==> src/rtl/fsqrt_pkg.sv <==
package fsqrt_pkg;

    localparam int unsigned NUM_STEPS = 25;
    localparam int unsigned REM_W     = 28;

    localparam logic [31:0] QNAN_CANON = 32'h7fc0_0000;
    localparam logic [31:0] PLUS_INF   = 32'h7f80_0000;
    localparam logic [31:0] HALF_BIAS  = 32'h3f00_0000;
    localparam logic [9:0]  EXP_BIAS   = 10'd127;

    localparam logic [1:0] CLS_NUM  = 2'd0;
    localparam logic [1:0] CLS_ZERO = 2'd1;
    localparam logic [1:0] CLS_INF  = 2'd2;
    localparam logic [1:0] CLS_NAN  = 2'd3;

    localparam logic [1:0] RM_NEAR = 2'd0;
    localparam logic [1:0] RM_ZERO = 2'd1;
    localparam logic [1:0] RM_DOWN = 2'd2;
    localparam logic [1:0] RM_UP   = 2'd3;

    // Position of the highest set bit of a subnormal fraction, counted from bit 22.
    function automatic logic [4:0] lzc23(input logic [22:0] frac);
        logic [4:0] cnt;
        cnt = 5'd0;
        for (int i = 0; i < 23; i++) begin
            if (frac[i]) begin
                cnt = 5'(22 - i);
            end
        end
        return cnt;
    endfunction

endpackage

==> src/rtl/float32_square_root.sv <==
// Pipelined IEEE-754 single-precision square root. A request is taken in every cycle
// (busy is always low). Its result is on o_root, o_inexact and o_invalid for exactly
// one cycle, marked by o_valid, once the request has passed every register stage. The
// 28 register stages are one input stage, one normalization stage, 25 stages of the
// restoring root (one result bit each) and one rounding stage. The receiver cannot
// stall the pipeline. The rounding mode is applied in the last stage, so it must be
// changed only while no request is in flight.
module float32_square_root
    import fsqrt_pkg::*;
(
    input  logic        i_clk,
    input  logic        i_rst_n,
    input  logic        start,
    output logic        busy,
    input  logic [31:0] i_operand,
    input  logic        i_cfg_we,
    input  logic [1:0]  i_cfg_data,
    output logic        o_valid,
    output logic [31:0] o_root,
    output logic        o_inexact,
    output logic        o_invalid
);

    logic [1:0]  r_round_mode;

    logic        r_in_vld;
    logic [31:0] r_in_op;

    logic                    r_vld  [0:NUM_STEPS];
    logic [1:0]              r_cls  [0:NUM_STEPS];
    logic                    r_sgn  [0:NUM_STEPS];
    logic signed [7:0]       r_half [0:NUM_STEPS];
    logic [REM_W-1:0]        r_ix   [0:NUM_STEPS];
    logic [REM_W-1:0]        r_s    [0:NUM_STEPS];
    logic [NUM_STEPS-1:0]    r_q    [0:NUM_STEPS];

    logic [7:0]        ef;
    logic [22:0]       frac;
    logic [4:0]        lz;
    logic [23:0]       mant;
    logic signed [9:0] m_exp;
    logic [1:0]        n_cls;
    logic [REM_W-1:0]  n_ix0;

    assign busy = 1'b0;

    always_ff @(posedge i_clk) begin
        if (!i_rst_n) begin
            r_round_mode <= RM_NEAR;
            r_in_vld     <= 1'b0;
        end else begin
            if (i_cfg_we) begin
                r_round_mode <= i_cfg_data;
            end
            r_in_vld <= start;
        end
        r_in_op <= i_operand;
    end

    // Classification and normalization of subnormals.
    always_comb begin
        ef   = r_in_op[30:23];
        frac = r_in_op[22:0];
        lz   = lzc23(frac);
        if (ef == 8'hff) begin
            n_cls = (!r_in_op[31] && frac == 23'd0) ? CLS_INF : CLS_NAN;
        end else if (ef == 8'd0 && frac == 23'd0) begin
            n_cls = CLS_ZERO;
        end else if (r_in_op[31]) begin
            n_cls = CLS_NAN;
        end else begin
            n_cls = CLS_NUM;
        end
        if (ef == 8'd0) begin
            mant  = {1'b0, frac} << (lz + 5'd1);
            m_exp = -10'sd126 - $signed({5'd0, lz}) - 10'sd1;
        end else begin
            mant  = {1'b1, frac};
            m_exp = $signed({2'd0, ef}) - $signed(EXP_BIAS);
        end
        mant[23] = 1'b1;
        if (m_exp[0]) begin
            n_ix0 = {2'd0, mant, 2'd0};
        end else begin
            n_ix0 = {3'd0, mant, 1'b0};
        end
    end

    always_ff @(posedge i_clk) begin
        if (!i_rst_n) begin
            r_vld[0] <= 1'b0;
        end else begin
            r_vld[0] <= r_in_vld;
        end
        r_cls[0]  <= n_cls;
        r_sgn[0]  <= r_in_op[31];
        r_half[0] <= 8'(m_exp >>> 1);
        r_ix[0]   <= n_ix0;
        r_s[0]    <= '0;
        r_q[0]    <= '0;
    end

    for (genvar j = 0; j < NUM_STEPS; j++) begin : g_step
        localparam logic [REM_W-1:0] STEP_BIT = REM_W'(1) << (NUM_STEPS - 1 - j);
        logic [REM_W-1:0] t;
        logic [REM_W-1:0] n_ix;
        logic [REM_W-1:0] n_s;
        logic [NUM_STEPS-1:0] n_q;

        always_comb begin
            t = r_s[j] + STEP_BIT;
            if (t <= r_ix[j]) begin
                n_s  = t + STEP_BIT;
                n_ix = (r_ix[j] - t) << 1;
                n_q  = r_q[j] | STEP_BIT[NUM_STEPS-1:0];
            end else begin
                n_s  = r_s[j];
                n_ix = r_ix[j] << 1;
                n_q  = r_q[j];
            end
        end

        always_ff @(posedge i_clk) begin
            if (!i_rst_n) begin
                r_vld[j+1] <= 1'b0;
            end else begin
                r_vld[j+1] <= r_vld[j];
            end
            r_cls[j+1]  <= r_cls[j];
            r_sgn[j+1]  <= r_sgn[j];
            r_half[j+1] <= r_half[j];
            r_ix[j+1]   <= n_ix;
            r_s[j+1]    <= n_s;
            r_q[j+1]    <= n_q;
        end
    end

    logic              rem_nz;
    logic [25:0]       q_rnd;
    logic [31:0]       n_root;
    logic              n_inexact;
    logic              n_invalid;

    always_comb begin
        rem_nz = (r_ix[NUM_STEPS] != '0);
        q_rnd  = {1'b0, r_q[NUM_STEPS]};
        if (rem_nz) begin
            case (r_round_mode)
                RM_UP:   q_rnd = q_rnd + 26'd2;
                RM_NEAR: q_rnd = q_rnd + {25'd0, q_rnd[0]};
                default: q_rnd = q_rnd;
            endcase
        end
        n_inexact = 1'b0;
        n_invalid = 1'b0;
        unique case (r_cls[NUM_STEPS])
            CLS_ZERO: n_root = {r_sgn[NUM_STEPS], 31'd0};
            CLS_INF:  n_root = PLUS_INF;
            CLS_NAN: begin
                n_root    = QNAN_CANON;
                n_invalid = 1'b1;
            end
            default: begin
                n_root = {7'd0, q_rnd[25:1]} + HALF_BIAS
                       + ({{24{r_half[NUM_STEPS][7]}}, r_half[NUM_STEPS]} << 23);
                n_inexact = rem_nz;
            end
        endcase
    end

    always_ff @(posedge i_clk) begin
        if (!i_rst_n) begin
            o_valid <= 1'b0;
        end else begin
            o_valid <= r_vld[NUM_STEPS];
        end
        o_root    <= n_root;
        o_inexact <= n_inexact;
        o_invalid <= n_invalid;
    end

`ifndef NO_ASSERTIONS
    a_latency: assert property (@(posedge i_clk) disable iff (!i_rst_n)
        $past(start, 28) && $past(i_rst_n, 28) && $past(i_rst_n, 1) |-> o_valid)
        else $error("request did not complete after 28 cycles");

    a_flags: assert property (@(posedge i_clk) disable iff (!i_rst_n)
        o_valid |-> !(o_inexact && o_invalid))
        else $error("inexact and invalid raised together");

    a_nan: assert property (@(posedge i_clk) disable iff (!i_rst_n)
        o_valid && o_invalid |-> o_root == QNAN_CANON)
        else $error("invalid result is not the canonical NaN");

    a_stage: assert property (@(posedge i_clk) disable iff (!i_rst_n)
        r_vld[NUM_STEPS] |=> o_valid)
        else $error("result lost in the rounding stage");
`endif

endmodule

==> config.mk <==
export PLATFORM = sky130hd
export DESIGN_NAME = float32_square_root
export DESIGN_NICKNAME = d
export VERILOG_FILES = /design/src/rtl/fsqrt_pkg.sv /design/src/rtl/float32_square_root.sv
export SDC_FILE = /design/constraint.sdc
export NUM_CORES = 2
export LEC_CHECK = 0
export BUFFER_PORTS_ARGS = -buffer_cell sky130_fd_sc_hd__buf_2
export CORE_UTILIZATION = 55
export CTS_CLUSTER_SIZE = 40
export DETAILED_ROUTE_END_ITERATION = 10
export PLACE_DENSITY = 0.81
export SYNTH_ARGS = -nofsm -noshare
export SYNTH_HDL_FRONTEND = slang
export SYNTH_SLANG_ARGS = --single-unit
==> constraint.sdc <==
create_clock -name i_clk -period 5.3 [get_ports i_clk]
set_input_delay 0.265 -clock i_clk [delete_from_list [all_inputs] [get_ports i_clk]]
set_output_delay 0.265 -clock i_clk [all_outputs]
set_load 0.1 [all_outputs]
== Yosys cells after proc, flatten, opt, wreduce, memory -nomap -nowiden ==
Memories as Yosys holds them, arrays and structs flattened. A register that Yosys moved wholly into a read port is not among the register bits.
Cells that the tools add are included.

* $add $sub $neg: 83
* $mul: 0
* Div/mod/pow operators: 0
* Magnitude comparators: 25
* Eq/ne operators: 5
* Shift operators: 1
* Muxes and demuxes: 137
* Bitwise gates (word level): 26
* Reduce and logical (&&, ||, !) cells: 9

{| class="wikitable"
|+ Operators by type and width
! operator !! count
|-
| 28-bit two-way mux || 50
|-
| 28-bit <= comparator || 25
|-
| 27-bit subtractor || 25
|-
| 5-bit two-way mux || 24
|-
| 32-bit one-hot mux with 3 select lines || 1
|-
| 28-bit by 1-bit adder with 28-bit output (second input constant) || 2
|-
| 28-bit by 10-bit adder with 28-bit output (second input constant) || 2
|-
| 28-bit by 11-bit adder with 28-bit output (second input constant) || 2
|-
| 28-bit by 12-bit adder with 28-bit output (second input constant) || 2
|-
| 28-bit by 13-bit adder with 28-bit output (second input constant) || 2
|-
| 28-bit by 14-bit adder with 28-bit output (second input constant) || 2
|-
| 28-bit by 15-bit adder with 28-bit output (second input constant) || 2
|-
| 28-bit by 16-bit adder with 28-bit output (second input constant) || 2
|-
| 28-bit by 17-bit adder with 28-bit output (second input constant) || 2
|-
| 28-bit by 18-bit adder with 28-bit output (second input constant) || 2
|-
| 28-bit by 19-bit adder with 28-bit output (second input constant) || 2
|-
| 28-bit by 2-bit adder with 28-bit output (second input constant) || 2
|-
| 28-bit by 20-bit adder with 28-bit output (second input constant) || 2
|-
| 28-bit by 21-bit adder with 28-bit output (second input constant) || 2
|-
| 28-bit by 22-bit adder with 28-bit output (second input constant) || 2
|-
| 28-bit by 23-bit adder with 28-bit output (second input constant) || 2
|-
| 28-bit by 24-bit adder with 28-bit output (second input constant) || 2
|-
| 28-bit by 25-bit adder with 28-bit output (second input constant) || 2
|-
| 28-bit by 3-bit adder with 28-bit output (second input constant) || 2
|-
| 52 further kinds || 123
|}

* Flip-flop bits (word level): 69
* Latch bits: 0
* Bits in writable memories: 2418
* Memory bits (read-only): 0
* Input port bits: 38
* Memories kept: 7

{| class="wikitable"
|+ Memory list
! memory !! words !! width !! rd ports !! clocked after Yosys merged registers in !! write ports !! line !! text
|-
| r_ix || 26 || 28 || 26 || 0 || 26 || float32_square_root.sv:33 || <nowiki>logic [REM_W-1:0] r_ix [0:NUM_STEPS];</nowiki>
|-
| r_s || 26 || 28 || 25 || 0 || 26 || float32_square_root.sv:34 || <nowiki>logic [REM_W-1:0] r_s [0:NUM_STEPS];</nowiki>
|-
| r_q || 26 || 25 || 26 || 0 || 26 || float32_square_root.sv:35 || <nowiki>logic [NUM_STEPS-1:0] r_q [0:NUM_STEPS];</nowiki>
|-
| r_half || 26 || 8 || 26 || 0 || 26 || float32_square_root.sv:32 || <nowiki>logic signed [7:0] r_half [0:NUM_STEPS];</nowiki>
|-
| r_cls || 26 || 2 || 26 || 0 || 26 || float32_square_root.sv:30 || <nowiki>logic [1:0] r_cls [0:NUM_STEPS];</nowiki>
|-
| r_sgn || 26 || 1 || 26 || 0 || 26 || float32_square_root.sv:31 || <nowiki>logic r_sgn [0:NUM_STEPS];</nowiki>
|-
| +1 memories || n/a || n/a || n/a || n/a || n/a || n/a ||
|}

== Logic depth before layout (Yosys ltp) ==
* Word-level depth: 27
* Depth in mapped cells: 20
* Depth with buffers taken out: 19

== Worst setup path after synthesis ==
No wires, ideal clock.

* Path kind: reg2reg
* From: register r_in_op[2]
* To: memory r_ix[0][18]
* Library setup time: 0.122 ns
* Data arrival time: 3.815 ns
* Data required time: 5.178 ns
* Setup slack: 1.363 ns
* Cell stages (with the launch flop): 17
* Path buffers: 4
* Period minus slack after synthesis: 3.937 ns
* Cells stage by stage: dfxtp_1 > clkbuf_1 > nor3b_1 > o31ai_1 > a211oi_1 > o31ai_1 > a211oi_1 > o31ai_1 > inv_1 > ha_1 > clkbuf_1 > clkbuf_1 > clkbuf_1 > mux4_2 > mux2i_1 > a21oi_1 > a221o_1

{| class="wikitable"
|+ RTL lines
! item !! line !! text
|-
| start: declaration || float32_square_root.sv:27 || <nowiki>logic [31:0] r_in_op;</nowiki>
|-
| start signal: assignment || float32_square_root.sv:57 || <nowiki>r_in_op <= i_operand;</nowiki>
|-
| end: declaration || float32_square_root.sv:33 ||
|}

==> results.md <==
* Status: completed
* GR Overflow Total at 0
* Reg2reg start: r_in_op[2]
* Setup TNS at 0 ns
* Distinct cells, synth at 98
* WS Path Type: flop to flop
* Critical path peak fanout at 21
* Routability cong. at 0.888
* Worst-Margin Slew at 1.25 ns
* Cells after Synth at 5629
* Flops & latches, synth at 1263
* CTS Hold Bufs at 41
* FF-to-FF path depth at 14
* Post-Place Cells at 6891
* Full die area at 0.100 mm^2
* CTS tree: yes
* Post-CTS sizing at 0
* DRC Markers at 0
* Number of DRC markers in iteration 0 at 2520
* Slew HR at 0.159
* Clk slew on worst S/H paths at 0.06 ns
* Initial antenna violation count at 6
* PD cells at 697 mW/mm^2
* Die Wd at 317 um
* First-pass GRT wire length at 187 mm
* Reg-to-reg endpoint: r_ix[0][16]
* Startpoint Class: flop
* Average wire per standard cell at 15.8 um
* Fmax at 219 MHz
* RSZ-0062 raised after global routing: no
* Layout cells sized above 1 at 0.0707
* Core Rows at 115
* Ys async rst share at 0
* R2r setup slk at 0.74 ns
* Clock Sink Count at 1263
* Vias at 38700
* Synth warn at 0
* Crit. End Element: flop
* Core outline area at 0.0983 mm^2
* Skew final at 0.0741 ns
* Post-synth top area cell: dfxtp_1
* Post-route cell area at 0.0610 mm^2
* Crit path DAT at 5.16 ns
* Vias in the first global route at 38100
* Die Span Y at 317 um
* CTS Buf Count at 119
* Pleak at 30.2 nW
* Cell Area, Synth at 0.0545 mm^2
* WP data required at 5.90 ns
* Post-DP HPWL at 81.2 mm
* Final setup violation count at 0
* Fill count at 7591
* GRT Util Overall at 0.224
* Via density at 5.41
* Setup bufs post-CTS at 0
* Clock Tree Buf Depth at 3
* Post-synthesis sequential area ratio at 0.464
* Peak supply drop at 0.393 mV
* 1st-pass router iterations at 6
* Starting Density at 0.554
* Commonest non-fill, non-tap cell in the layout: dfxtp_1
* Setup crit end: r_ix[0][16]
* Avg Synthesized Cell Area at 9.68 um^2
* Final core occ at 0.620
* Syn nets at 6316
* # nets final at 6453
* Pin count of the biggest net entering global routing at 45
* Power consumption at 0.0425 W
* Critical Path Start: r_in_op[2]
* Fin crit period at 4.56 ns
* EDFF count, synth at 0
* Final WL at 113 mm
* Min-delay src: i_operand[0]
* Ys flop type: dfxtp_1
* Placed Area at 0.0562 mm^2
* Final Hold Fails at 0
* Insertion delay to the later sink of the worst-skew pair at 0.74 ns
* Final ANT Viol Nets at 0
* Synth top area share at 0.464
* Most frequent cells in the layout: dfxtp_1 (1263), inv_1 (735), ha_1 (635)
* CTS H-tree lvls at 3
* I/O pin count at 74
* Final Max Tran Viols at 0
* Tcrit/Tclk final at 0.860
* Clock Tree Root: clkbuf_16
* Worst hold-check path type: primary input to flop
* Ranking of synthesized cells by area: dfxtp_1 (46%), ha_1 (15%), inv_1 (5.1%), a21oi_1 (3.5%), o21ai_0 (3.1%)
* Synthesis-to-finish area growth at 11.9%
* Finished Layout Cells at 7155
* IO buf count at 72
* Max-cap violations at 0
-- how the worst min path moves through the flow --
stage	end	cells after the start	slack, ns
final	r_in_op[0]	2	0.15
after global routing	r_in_op[4]	2	0.13
after CTS	r_in_op[0]	2	0.1
after detailed placement	r_q[1][99]	0	0.31
after global placement	r_half[2][20]	0	0.31
after floorplan	r_in_op[0]	0	0.29
-- cell usage after synthesis, types with 9 or more instances --
| library cell | number |
|---|---|
| dfxtp_1 | 1263 |
| inv_1 | 735 |
| ha_1 | 635 |
| a21oi_1 | 382 |
| o21ai_0 | 340 |
| nand2_1 | 309 |
| nor2_1 | 272 |
| xnor2_1 | 153 |
| a21o_1 | 131 |
| xor2_1 | 120 |
| clkbuf_1 | 106 |
| nor3_1 | 106 |
| mux2i_1 | 87 |
| nand3_1 | 74 |
| o21a_1 | 69 |
| nor2b_1 | 57 |
| nor4_1 | 53 |
| nand2b_1 | 49 |
| a211oi_1 | 48 |
| and2_1 | 45 |
| nand4_1 | 45 |
| o21bai_1 | 42 |
| and3_1 | 37 |
| a31oi_1 | 36 |
| or2_2 | 27 |
| o211ai_1 | 26 |
| o21ai_1 | 26 |
| mux2_2 | 25 |
| or3_1 | 25 |
| o31ai_1 | 20 |
| a211o_1 | 18 |
| a2111oi_0 | 17 |
| mux4_2 | 15 |
| fa_1 | 14 |
| o22ai_1 | 13 |
| a221oi_1 | 12 |
| a22oi_1 | 12 |
| a311oi_1 | 11 |
| or4_1 | 10 |
| a31o_2 | 9 |
-- cell type report --
type | count | area (um^2) | area share
multi-input cells | 3506 | 26000 | 0.426
flip-flops and latches | 1263 | 25300 | 0.415
clock buffers | 151 | 3290 | 0.0539
inverters | 738 | 2770 | 0.0455
well taps | 1287 | 1610 | 0.0264
clock inverters | 71 | 1070 | 0.0175
repair buffers | 138 | 958 | 0.0157
diodes | 1 | 2.50 | 0.0000410
-- critical path, stage by stage (launching register included) --
cell and delay, ns:
dfxtp_1 0.54, nor3b_1 0.11, o31ai_1 0.24, a211oi_1 0.13, o31ai_1 0.30, a211oi_1 0.15
o31ai_1 0.49, inv_1 0.15, ha_1 0.84, buf_4 0.30, mux4_2 0.37, nand2b_1 0.19
and4_1 0.21, a211oi_1 0.26, mux2i_1 0.12
-- per-layer routing --
layer | up-vias | track usage | wire [um]
li1 | 19300 | - | -
met1 | 18300 | 0.298 | 51500
met2 | 913 | 0.381 | 53400
met3 | 202 | 0.0320 | 5470
met4 | 2 | 0.0614 | 2590
met5 | - | 0 | 13
-- cells by family after synthesis --
logic type,after synthesis,share of synthesized area
buffers and inverters,860,0.0602
AO/OA/AOI/OAI,1296,0.148
multiplexers,129,0.0278
adder cells (fa/ha/maj),649,0.151
XOR/XNOR,274,0.0444
other,1,0.0000688
AND/OR/NAND/NOR,1157,0.104
flip-flops,1263,0.464
-- report_power, final --
group / internal (W) / leakage (nW) / switching (W) / total, W
clock network: 0.00541 / 2.12 / 0.00379 / 0.00921
registers: 0.0123 / 10.6 / 0.00186 / 0.0142
logic: 0.00809 / 17.5 / 0.0111 / 0.0192
total: 0.0258 / 30.2 / 0.0167 / 0.0425
-- stage by stage --
| step | hold WS [ns] | setup slack, ns |
|---|---|---|
| final | 0.153 | 0.741 |
| after global routing | 0.125 | 0.490 |
| after detailed placement | 0.312 | 0.844 |
| after global placement | 0.309 | 0.974 |
| after CTS | 0.0973 | 0.817 |
| after floorplan | 0.293 | 1.36 |
-- flip-flops by register name (all words and copies together), names as in the netlist --
signal        count
o_invalid         1
r_half          208
r_in_op          32
r_ix            532
r_cls            52
r_round_mode      2
o_valid           1
r_in_vld          1
r_sgn            26
r_vld            26
o_inexact         1
r_s              74
r_q             275
o_root           32
(Power assumes the default switching activity.)
